## src/hdl/sxfr_pkg.sv

```systemverilog
// shared constants, codes and controller/datapath interface types for the frame receiver
package sxfr_pkg;

    // frame geometry
    localparam int PAYLOAD_BYTES = 16;
    localparam int IDX_W         = 6;
    localparam int ADDR_W        = (PAYLOAD_BYTES > 1) ? $clog2(PAYLOAD_BYTES) : 1;

    // configuration register map
    localparam int CFG_IDX_W = 1;
    localparam logic [CFG_IDX_W-1:0] CFG_FIRST_SYNC  = 1'd0;
    localparam logic [CFG_IDX_W-1:0] CFG_SECOND_SYNC = 1'd1;
    localparam logic [7:0] FIRST_SYNC_RST  = 8'hAA;
    localparam logic [7:0] SECOND_SYNC_RST = 8'hCC;

    // result status codes
    localparam logic [1:0] STATUS_OK      = 2'd0;
    localparam logic [1:0] STATUS_BAD_SUM = 2'd1;
    localparam logic [1:0] STATUS_DROPPED = 2'd2;

    // commands from controller to datapath
    typedef struct packed {
        logic       load_first;
        logic       start_data;
        logic       store_byte;
        logic       emit_event;
        logic [1:0] event_status;
        logic       rep_start;
        logic       rd_issue;
        logic       emit_data;
    } sxfr_cmd_t;

    // status from datapath to controller
    typedef struct packed {
        logic first_hit;
        logic second_hit;
        logic count_zero;
        logic sum_ok;
        logic slot_free;
        logic rep_last;
    } sxfr_sts_t;

endpackage

```

## src/hdl/sxfr_ctrl.sv

```systemverilog
// controller: frame sync state machine, pending flag and replay sequencing
module sxfr_ctrl
(
    input  logic                 clk,
    input  logic                 rst_n,
    input  logic                 in_valid,
    output logic                 in_ready,
    input  logic                 func,
    input  logic                 line_error,
    input  sxfr_pkg::sxfr_sts_t  sts,
    output sxfr_pkg::sxfr_cmd_t  cmd
);

    // state codes
    localparam logic [2:0] ST_HUNT1 = 3'd0;
    localparam logic [2:0] ST_HUNT2 = 3'd1;
    localparam logic [2:0] ST_DATA  = 3'd2;
    localparam logic [2:0] ST_READ  = 3'd3;
    localparam logic [2:0] ST_EMIT  = 3'd4;

    logic [2:0] state_reg;
    logic [2:0] state_next;
    logic       frame_pending_reg;
    logic       frame_pending_next;
    logic       parsing;
    logic       accept;
    logic       byte_in;
    logic       consume;

    // input handshake: the checksum word needs a free output slot
    assign parsing  = (state_reg == ST_HUNT1) || (state_reg == ST_HUNT2) ||
                      (state_reg == ST_DATA);
    assign in_ready = parsing &&
                      (!((state_reg == ST_DATA) && sts.count_zero) || sts.slot_free);
    assign accept   = in_valid && in_ready;
    assign byte_in  = accept && !func && !line_error;
    assign consume  = accept && func;

    // next state and commands
    always_comb
    begin
        state_next         = state_reg;
        frame_pending_next = frame_pending_reg;
        cmd                = '0;
        cmd.event_status   = sxfr_pkg::STATUS_OK;
        if (consume)
        begin
            frame_pending_next = 1'b0;
        end
        case (state_reg)
            ST_HUNT2:
            begin
                if (byte_in)
                begin
                    if (sts.second_hit)
                    begin
                        cmd.start_data = 1'b1;
                        state_next     = ST_DATA;
                    end
                    else
                    begin
                        state_next = ST_HUNT1;
                    end
                end
            end
            ST_DATA:
            begin
                if (byte_in)
                begin
                    if (!sts.count_zero)
                    begin
                        cmd.store_byte = 1'b1;
                    end
                    else if (!sts.sum_ok)
                    begin
                        cmd.emit_event   = 1'b1;
                        cmd.event_status = sxfr_pkg::STATUS_BAD_SUM;
                        state_next       = ST_HUNT1;
                    end
                    else if (frame_pending_reg)
                    begin
                        cmd.emit_event   = 1'b1;
                        cmd.event_status = sxfr_pkg::STATUS_DROPPED;
                        state_next       = ST_HUNT1;
                    end
                    else
                    begin
                        cmd.rep_start      = 1'b1;
                        frame_pending_next = 1'b1;
                        state_next         = ST_READ;
                    end
                end
            end
            ST_READ:
            begin
                cmd.rd_issue = 1'b1;
                state_next   = ST_EMIT;
            end
            ST_EMIT:
            begin
                if (sts.slot_free)
                begin
                    cmd.emit_data = 1'b1;
                    state_next    = sts.rep_last ? ST_HUNT1 : ST_READ;
                end
            end
            default:
            begin
                // hunting the first sync word
                state_next = ST_HUNT1;
                if (byte_in && sts.first_hit)
                begin
                    cmd.load_first = 1'b1;
                    state_next     = ST_HUNT2;
                end
            end
        endcase
    end

    // state registers
    always_ff @(posedge clk or negedge rst_n)
    begin
        if (!rst_n)
        begin
            state_reg         <= ST_HUNT1;
            frame_pending_reg <= 1'b0;
        end
        else
        begin
            state_reg         <= state_next;
            frame_pending_reg <= frame_pending_next;
        end
    end

    // no input word is taken while a frame is replayed
    a_no_input_in_replay: assert property (@(posedge clk) disable iff (!rst_n)
        ((state_reg == ST_READ) || (state_reg == ST_EMIT)) |-> !in_ready)
        else $error("input taken during replay");

    // a good frame marks pending and starts the replay
    a_good_frame_pending: assert property (@(posedge clk) disable iff (!rst_n)
        cmd.rep_start |=> (frame_pending_reg && (state_reg == ST_READ)))
        else $error("replay start did not set pending");

    // replay words are loaded only into a free output slot
    a_emit_slot_free: assert property (@(posedge clk) disable iff (!rst_n)
        cmd.emit_data |-> sts.slot_free)
        else $error("replay word loaded into busy output");

endmodule

```

## src/hdl/sxfr_datapath.sv

```systemverilog
// datapath: sync config, checksum, payload memory, replay index and output register
module sxfr_datapath
(
    input  logic                                clk,
    input  logic                                rst_n,
    input  logic                                cfg_wr_en,
    input  logic [sxfr_pkg::CFG_IDX_W-1:0]      cfg_index,
    input  logic [7:0]                          cfg_wdata,
    input  logic [7:0]                          rx_byte,
    input  sxfr_pkg::sxfr_cmd_t                 cmd,
    output sxfr_pkg::sxfr_sts_t                 sts,
    output logic                                out_valid,
    input  logic                                out_ready,
    output logic [7:0]                          data_byte,
    output logic [sxfr_pkg::IDX_W-1:0]          byte_index,
    output logic [1:0]                          status,
    output logic                                last
);

    logic [7:0]                        first_sync_reg;
    logic [7:0]                        second_sync_reg;
    logic [7:0]                        running_xor_reg;
    logic [sxfr_pkg::IDX_W-1:0]        bytes_left_reg;
    logic [sxfr_pkg::ADDR_W-1:0]       wr_addr_reg;
    logic [sxfr_pkg::ADDR_W-1:0]       rep_idx_reg;
    logic [7:0]                        rd_data_reg;
    logic [7:0]                        store_mem [sxfr_pkg::PAYLOAD_BYTES];
    logic                              out_valid_reg;
    logic [7:0]                        data_byte_reg;
    logic [sxfr_pkg::IDX_W-1:0]        byte_index_reg;
    logic [1:0]                        status_reg;
    logic                              last_reg;

    // status toward the controller
    assign sts.first_hit  = (rx_byte == first_sync_reg);
    assign sts.second_hit = (rx_byte == second_sync_reg);
    assign sts.count_zero = (bytes_left_reg == '0);
    assign sts.sum_ok     = (rx_byte == running_xor_reg);
    assign sts.slot_free  = !out_valid_reg || out_ready;
    assign sts.rep_last   = (rep_idx_reg == sxfr_pkg::ADDR_W'(sxfr_pkg::PAYLOAD_BYTES - 1));

    // configuration registers
    always_ff @(posedge clk or negedge rst_n)
    begin
        if (!rst_n)
        begin
            first_sync_reg  <= sxfr_pkg::FIRST_SYNC_RST;
            second_sync_reg <= sxfr_pkg::SECOND_SYNC_RST;
        end
        else if (cfg_wr_en)
        begin
            case (cfg_index)
                sxfr_pkg::CFG_FIRST_SYNC:  first_sync_reg  <= cfg_wdata;
                sxfr_pkg::CFG_SECOND_SYNC: second_sync_reg <= cfg_wdata;
                default:                   ;
            endcase
        end
    end

    // checksum, byte count and memory pointers
    always_ff @(posedge clk or negedge rst_n)
    begin
        if (!rst_n)
        begin
            running_xor_reg <= '0;
            bytes_left_reg  <= '0;
            wr_addr_reg     <= '0;
            rep_idx_reg     <= '0;
        end
        else
        begin
            if (cmd.load_first)
            begin
                running_xor_reg <= rx_byte;
            end
            if (cmd.start_data)
            begin
                running_xor_reg <= running_xor_reg ^ rx_byte;
                bytes_left_reg  <= sxfr_pkg::IDX_W'(sxfr_pkg::PAYLOAD_BYTES);
                wr_addr_reg     <= '0;
            end
            if (cmd.store_byte)
            begin
                running_xor_reg <= running_xor_reg ^ rx_byte;
                bytes_left_reg  <= bytes_left_reg - sxfr_pkg::IDX_W'(1);
                wr_addr_reg     <= wr_addr_reg + sxfr_pkg::ADDR_W'(1);
            end
            if (cmd.rep_start)
            begin
                rep_idx_reg <= '0;
            end
            else if (cmd.emit_data)
            begin
                rep_idx_reg <= rep_idx_reg + sxfr_pkg::ADDR_W'(1);
            end
        end
    end

    // payload memory with registered read
    always_ff @(posedge clk)
    begin
        if (cmd.store_byte)
        begin
            store_mem[wr_addr_reg] <= rx_byte;
        end
        if (cmd.rd_issue)
        begin
            rd_data_reg <= store_mem[rep_idx_reg];
        end
    end

    // output word valid
    always_ff @(posedge clk or negedge rst_n)
    begin
        if (!rst_n)
        begin
            out_valid_reg <= 1'b0;
        end
        else if (cmd.emit_data || cmd.emit_event)
        begin
            out_valid_reg <= 1'b1;
        end
        else if (out_ready)
        begin
            out_valid_reg <= 1'b0;
        end
    end

    // output word payload
    always_ff @(posedge clk)
    begin
        if (cmd.emit_data)
        begin
            data_byte_reg  <= rd_data_reg;
            byte_index_reg <= sxfr_pkg::IDX_W'(rep_idx_reg);
            status_reg     <= sxfr_pkg::STATUS_OK;
            last_reg       <= sts.rep_last;
        end
        else if (cmd.emit_event)
        begin
            data_byte_reg  <= '0;
            byte_index_reg <= '0;
            status_reg     <= cmd.event_status;
            last_reg       <= 1'b1;
        end
    end

    assign out_valid  = out_valid_reg;
    assign data_byte  = data_byte_reg;
    assign byte_index = byte_index_reg;
    assign status     = status_reg;
    assign last       = last_reg;

    // only one source loads the output register at a time
    a_single_emit: assert property (@(posedge clk) disable iff (!rst_n)
        !(cmd.emit_data && cmd.emit_event))
        else $error("two output loads at once");

    // payload is stored only while bytes remain
    a_store_in_range: assert property (@(posedge clk) disable iff (!rst_n)
        cmd.store_byte |-> (bytes_left_reg != '0))
        else $error("payload store past frame end");

    // a word is never overwritten before it is taken
    a_no_overwrite: assert property (@(posedge clk) disable iff (!rst_n)
        (cmd.emit_data || cmd.emit_event) |-> (!out_valid_reg || out_ready))
        else $error("output word overwritten");

endmodule

```

## src/hdl/sync_xor_frame_receiver_unit.sv

```systemverilog
// top level of the two-sync-word serial frame receiver with xor checksum
// Each input word (a received serial byte, or a consume event) is taken by valid/ready.
// A checksum word that yields a result waits until the output register is free. A good
// frame is replayed as PAYLOAD_BYTES output words, each a payload memory read followed
// by an output load that waits for a free output register; input is held off during
// the replay. A bad checksum or a frame dropped because an earlier one is still pending
// gives one output word. The sync word values are written through the config port; the
// user must do so only while the block is idle, which the block itself does not enforce.
module sync_xor_frame_receiver_unit
(
    input  logic                            clk,
    input  logic                            rst_n,
    input  logic                            cfg_wr_en,
    input  logic [sxfr_pkg::CFG_IDX_W-1:0]  cfg_index,
    input  logic [7:0]                      cfg_wdata,
    input  logic                            in_valid,
    output logic                            in_ready,
    input  logic                            func,
    input  logic [7:0]                      rx_byte,
    input  logic                            line_error,
    output logic                            out_valid,
    input  logic                            out_ready,
    output logic [7:0]                      data_byte,
    output logic [sxfr_pkg::IDX_W-1:0]      byte_index,
    output logic [1:0]                      status,
    output logic                            last
);

    sxfr_pkg::sxfr_cmd_t cmd;
    sxfr_pkg::sxfr_sts_t sts;

    // controller
    sxfr_ctrl u_ctrl
    (
        .clk        (clk),
        .rst_n      (rst_n),
        .in_valid   (in_valid),
        .in_ready   (in_ready),
        .func       (func),
        .line_error (line_error),
        .sts        (sts),
        .cmd        (cmd)
    );

    // datapath
    sxfr_datapath u_datapath
    (
        .clk        (clk),
        .rst_n      (rst_n),
        .cfg_wr_en  (cfg_wr_en),
        .cfg_index  (cfg_index),
        .cfg_wdata  (cfg_wdata),
        .rx_byte    (rx_byte),
        .cmd        (cmd),
        .sts        (sts),
        .out_valid  (out_valid),
        .out_ready  (out_ready),
        .data_byte  (data_byte),
        .byte_index (byte_index),
        .status     (status),
        .last       (last)
    );

endmodule

```

## config.mk

```make
export PLATFORM = sky130hd
export DESIGN_NAME = sync_xor_frame_receiver_unit
export DESIGN_NICKNAME = d
export VERILOG_FILES = /design/src/hdl/sxfr_pkg.sv /design/src/hdl/sxfr_ctrl.sv /design/src/hdl/sxfr_datapath.sv /design/src/hdl/sync_xor_frame_receiver_unit.sv
export SDC_FILE = /design/constraint.sdc
export NUM_CORES = 1
export LEC_CHECK = 0
export CORE_MARGIN = 2
export CORE_UTILIZATION = 35
export DETAILED_ROUTE_END_ITERATION = 12
export DONT_BUFFER_PORTS = 1
export SKIP_CTS_REPAIR_TIMING = 1
export SLEW_MARGIN = 20
export SYNTH_ARGS = -nofsm -noshare
export SYNTH_HDL_FRONTEND = slang
export SYNTH_SLANG_ARGS = --single-unit
```

## constraint.sdc

```tcl
create_clock -name clk -period 4.23 [get_ports clk]
set_input_delay 0.846 -clock clk [delete_from_list [all_inputs] [get_ports clk]]
set_output_delay 0.846 -clock clk [all_outputs]
set_load 0.01 [all_outputs]
```

Word-level counts from Yosys, hierarchy flattened

Memory sizes are Yosys's and may differ from the RTL's. A register that Yosys moved wholly into a read port is not among the register bits.
Index checks and enable logic that the tools add are counted.

Logic and storage cells: 109
RAM bits: 128
Register bits after elaboration: 58
Memories: 1
Input bits: 24

Reduce and logical (&&, ||, !) cells: 27
Mux-type cells: 51
Bitwise operators: 2
Add/subtract/negate cells: 3
Eq/ne operators: 12

Memory list:

| name                 | words | bits a word | read ports | clocked after Yosys merged registers in | wr ports | line                | text |
|---|---|---|---|---|---|---|---|
| u_datapath.store_mem | 16    | 8           | 1          | 1                                       | 1        | sxfr_datapath.sv:27 | `logic [7:0] store_mem [sxfr_pkg::PAYLOAD_BYTES];` |

Operators by type and width:

| cell                                             | count |
|---|---|
| 2-to-1 mux 8 bit                                 | 5 |
| 2-to-1 mux 4 bit                                 | 7 |
| == test 8 bit                                    | 3 |
| 2-to-1 mux 1 bit                                 | 24 |
| 2-to-1 mux 3 bit                                 | 6 |
| 2-to-1 mux 6 bit                                 | 2 |
| case mux 3 bit (4 select lines)                  | 1 |
| 2-to-1 mux 5 bit                                 | 2 |
| adder 4 x 1 -> 4 bit, second input constant      | 2 |
| 2-to-1 mux 2 bit                                 | 4 |
| != test 2 x 1 -> 1 bit, second input constant    | 4 |
| nonzero test 2 bit                               | 4 |
| XOR 8 bit                                        | 1 |
| logical AND 1 bit                                | 7 |
| == test 3 x 2 -> 1 bit, second input constant    | 2 |
| logical NOT 6 bit                                | 1 |
| subtractor 6 x 1 -> 6 bit, second input constant | 1 |
| logical OR 1 bit                                 | 5 |
| == test 4 bit, second input constant             | 1 |
| logical NOT 1 bit                                | 4 |
| AND reduction 2 bit                              | 2 |
| AND reduction 4 bit                              | 1 |
| OR reduction 4 bit                               | 1 |
| == test 3 x 1 -> 1 bit, second input constant    | 1 |
| 4 further kinds                                  | 4 |

Depth between registers and ports, before layout

Word-level depth: 14
Mapped depth: 7

By module

Synthesis repeated with hierarchy kept, for this count alone.

Cells, all modules: 500
Area total of the unflattened synthesis: 8270.4 um^2

By module, submodules not included:

| module        | area each (um^2) | cells each | instances |
|---|---|---|---|
| sxfr_datapath | 7867.5           | 451        | 1 |
| sxfr_ctrl     | 402.9            | 49         | 1 |

Worst setup path after synthesis

No wires, ideal clock.

Kind: in2reg
Start: input func
End: memory u_datapath.store_mem[0][0], enable pin
Library setup time: 398 ps
Path buffers: 0
Path slack: 1147 ps
Stages: 4
Data required time: 3832 ps
Arrival time: 2685 ps
Cells stage by stage: nor4b_4 and2_1 nand3_1 nor4b_1

Cells in the longest elaborated chain, start to end: 7

RTL lines:

| element                                | line                               | text |
|---|---|---|
| start: declaration                     | sync_xor_frame_receiver_unit.sv:18 | `input logic func,` |
| logical NOT 1 bit                      | sxfr_ctrl.sv:36                    | `assign byte_in = accept && !func && !line_error;` |
| logical AND 1 bit (2 in a row)         | sxfr_ctrl.sv:36                    |  |
| 2-to-1 mux 5 bit                       | sxfr_ctrl.sv:68                    | `if (byte_in)` |
| 2-to-1 mux 5 bit                       | sxfr_ctrl.sv:50                    | `case (state_reg)` |
| 2-to-1 mux 1 bit                       | sxfr_datapath.sv:102               | `if (cmd.store_byte)` |
| 2-to-1 mux 1 bit (implied by the code) | sxfr_datapath.sv:104               | `store_mem[wr_addr_reg] <= rx_byte;` |
| end: declaration                       | sxfr_datapath.sv:27                |  |

No other way between the ends.

Worst setup path in the final report

Start: register u_ctrl.state_reg[2]
End: memory u_datapath.store_mem[0][5], enable pin

Cells in the longest elaborated chain, start to end: 12
Elaborated cells on any way between the ends: 16
Classes of those cells: 2 x eq/ne; 4 x mux; 10 x reduce/logical

RTL lines:

| element                                  | line                                              | text |
|---|---|---|
| start: declaration                       | sxfr_ctrl.sv:21                                   | `logic [2:0] state_reg;` |
| start signal: assignment                 | sxfr_ctrl.sv:130                                  | `state_reg <= state_next;` |
| == test 3 x 2 -> 1 bit                   | sxfr_ctrl.sv:32, sxfr_ctrl.sv:34, sxfr_ctrl.sv:50 |  |
| logical AND 1 bit                        | sxfr_ctrl.sv:34                                   | `(!((state_reg == ST_DATA) && sts.count_zero) \|\| sts.slot_free);` |
| logical NOT 1 bit                        | sxfr_ctrl.sv:34                                   |  |
| logical OR 1 bit                         | sxfr_ctrl.sv:34                                   |  |
| logical AND 1 bit                        | sxfr_ctrl.sv:33                                   | `assign in_ready = parsing &&` |
| logical AND 1 bit                        | sxfr_ctrl.sv:35                                   | `assign accept = in_valid && in_ready;` |
| logical AND 1 bit (2 in a row)           | sxfr_ctrl.sv:36                                   |  |
| 2-to-1 mux 5 bit                         | sxfr_ctrl.sv:68                                   |  |
| 2-to-1 mux 5 bit *                       | sxfr_ctrl.sv:50                                   |  |
| 2-to-1 mux 1 bit *                       | sxfr_datapath.sv:102                              |  |
| 2-to-1 mux 1 bit (implied by the code) * | sxfr_datapath.sv:104                              |  |

Every way passes the cells marked *; elsewhere a longest branch is shown, timed or not.

==> metrics.md <==
| Metric | Value |
|---|---|
| Max Slew Vio Count | `0` |
| Deepest level of the CTS H-tree | `4` |
| Total congestion overflow | `0` |
| Critical Path AT | `2.78 ns` |
| Worst Path Required | `4.28 ns` |
| Final clock skew | `0.0294 ns` |
| Latest clock arrival within the worst-skew pair | `0.45 ns` |
| Number of iterations in the first detailed-routing pass | `5` |
| Global-route wire length before repair | `24.9 mm` |
| Number of different library cells in the post-synthesis netlist | `57` |
| Element type at the critical path end | `flop` |
| Post-synth ARST share | `22.2%` |
| Via count of the first global-routing pass | `4232` |
| Detail-routed net length per standard cell | `19.6 um` |
| Category of the most critical setup path | `reg -> reg` |
| Iter 0 DRT Violations | `395` |
| Final worst-path cycle share | `64.5%` |
| Min Tclk post-route | `2.73 ns` |
| Clock Sinks | `194` |
| DP Wirelength | `10.5 mm` |
| Lkg Pwr | `3.05 nW` |
| Non-Filler Cell Area, Final | `9140 um2` |
| Result of the run | `finished, final reports clean` |
| Clock-pin transition on the worst setup and hold timing paths | `0.07 ns` |
| Maximum resistive drop on vdd | `0.257 mV` |
| Total track usage | `13.7%` |
| Total die area | `24700 um2` |
| Flop and latch count out of synthesis | `194` |
| Antenna violations before repair | `0` |
| Maximum number of pins on one net before global-route repair | `44` |
| Flip-flop count of the largest register, all copies and words added | `128` |
| Detailed-route DRC error count | `0` |
| Tightest Pin Transition | `0.896 ns` |
| Final GP Congestion | `0.795` |
| Starting Density | `35.3%` |
| # Max-Cap Violations | `0` |
| Worst min-delay path category | `in -> async` |
| Final setup viols | `0` |
| Register area share after synthesis | `68.1%` |
| Worst-path maximum fanout | `11` |
| Synth-to-Final Area Change | `11.2%` |
| Final Hold Viols | `0` |
| Power Dens Cells | `529 nW/um2` |
| Layout cell share with drive strength beyond 1 | `24.9%` |
| Register with the highest flop count | `u_datapath.store_mem` |
| Post-Route WL | `15.8 mm` |
| Total standard cell area after synthesis | `8220 um2` |
| EDFF count, synth | `149` |
| Type of origin of the critical path | `flop` |
| Die outline height | `157 um` |
| Most common cell after layout, fill and taps aside | `edfxtp_1` |
| Number of I/O pins | `43` |
| Net total in the final layout | `507` |
| Die width | `157 um` |
| Vias | `4080` |
| Most frequent cells in the layout | `edfxtp_1 (149), mux4_2 (40), dfrtp_1 (33)` |
| Slew Limit Headroom | `40.3%` |
| Detail Route Antenna Nets | `0` |
| Max clock buf depth | `2` |
| Max Clock Freq | `0.366 GHz` |
| Clock tree from TritonCTS | `built` |
| Unrepaired setup endpoints after global routing | `false` |
| Master cell of the clock root buffer | `clkbuf_16` |
| Drt via density | `5.05` |
| Post-Place Cell Area | `8550 um2` |
| Antenna Diode Count | `0` |
| Total clock buffers created by CTS | `17` |
| Sum Neg Setup Slack | `0 ns` |
| Count of input and output buffers | `0` |
| Total Power | `4.83 mW` |
| Area of the core | `23300 um2` |
| Average cell area after synthesis | `17.2 um2` |
| Number of instances in the synthesized netlist | `479` |
| Dominant register cell in the synthesized netlist | `edfxtp_1` |
| Number of warning messages in the yosys log | `0` |
| Number of placement rows | `56` |
logic make-up after synthesis:
logic type	after synthesis	synth area share, %
AOI/OAI and AO/OA	55	5.15
xor gates and xnor gates	29	3.09
adders and majority gates	7	1.07
buffers and inverters	35	1.86
DFF	194	68.1
muxes	56	13.2
other	1	0.0456
and+or+nand+nor	102	7.51
metal layers:
metal / wire [um] / vias up / global-route usage, %
li1: - / 1875 / -
met1: 7010 / 2124 / 18.0
met2: 8050 / 71 / 22.7
met3: 647 / 10 / 3.85
met4: 121 / 0 / 3.25
met5: 0 / - / 0
cell usage after synthesis (5+ instances only):
library cell	instances	share of area, %
a21o_1	11	1.0
a21oi_1	12	0.73
and2_1	17	1.3
and3_1	6	0.46
buf_2	8	0.49
clkbuf_1	16	0.73
dfrtp_1	35	11
dfstp_2	8	2.6
edfxtp_1	149	54
ha_1	7	1.1
inv_1	6	0.27
mux2_2	16	2.2
mux4_2	40	11
nand2_1	21	0.96
nand2b_1	5	0.38
nand3_1	5	0.30
nand4_1	5	0.38
nor2_1	11	0.50
o21ai_0	6	0.37
o221a_2	8	1.1
xnor2_1	19	2.0
xor2_1	10	1.1
final cells by class:
type | instances | area (um2)
clock buffer | 18 | 429
clock inverter | 14 | 164
fill | 2186 | 14100
inverter | 6 | 22.5
multi-input combinational | 251 | 2480
sequential | 194 | 5600
tap | 319 | 399
timing repair buffer | 6 | 45.0
metrics by stage:
step / util (%) / worst slack (ns) / cells / hold WS [ns]
floorplan: - / 1.15 / 480 / 0.474
global placement: 36.7 / 1.23 / 776 / 0.495
detailed placement: 36.7 / 1.13 / 776 / 0.497
CTS: 39.3 / 1.46 / 808 / 0.0770
global route: 39.3 / 1.28 / 808 / 0.0675
finish: 39.3 / 1.50 / 808 / 0.0922
power breakdown:
group	leakage (nW)	switching [mW]	internal (mW)
Sequential	1.89	0.179	2.16
Combinational	0.879	0.397	0.493
Clock	0.285	0.756	0.844
Total	3.05	1.33	3.50
critical path: stages, from the launching register on:
cell     delay (ns)
dfrtp_1        0.51
nor4b_4        0.33
and2_1         0.29
nand3_1        0.33
nor4b_2        0.88
worst paths after layout:
path | from | to | slack, ns | cells after the start
max in group asynchronous | rst_n | u_datapath.second_sync_reg[6]$_DFFE_PN1P_ | 3.96 | 0
min in group clk | rx_byte[0] | u_datapath.store_mem[15][0]$_DFFE_PP_ | 0.49 | 0
max | u_ctrl.state_reg[2]$_DFFE_PN0P_ | u_datapath.store_mem[0][5]$_DFFE_PP_ | 1.50 | 4
min reg2reg | u_datapath.bytes_left_reg[3]$_DFFE_PN0P_ | u_datapath.bytes_left_reg[3]$_DFFE_PN0P_ | 0.52 | 1
max reg2reg | u_ctrl.state_reg[2]$_DFFE_PN0P_ | u_datapath.store_mem[0][5]$_DFFE_PP_ | 1.50 | 4
min | rst_n | u_datapath.first_sync_reg[2]$_DFFE_PN0P_ | 0.09 | 0
(Power assumes the default switching activity.)
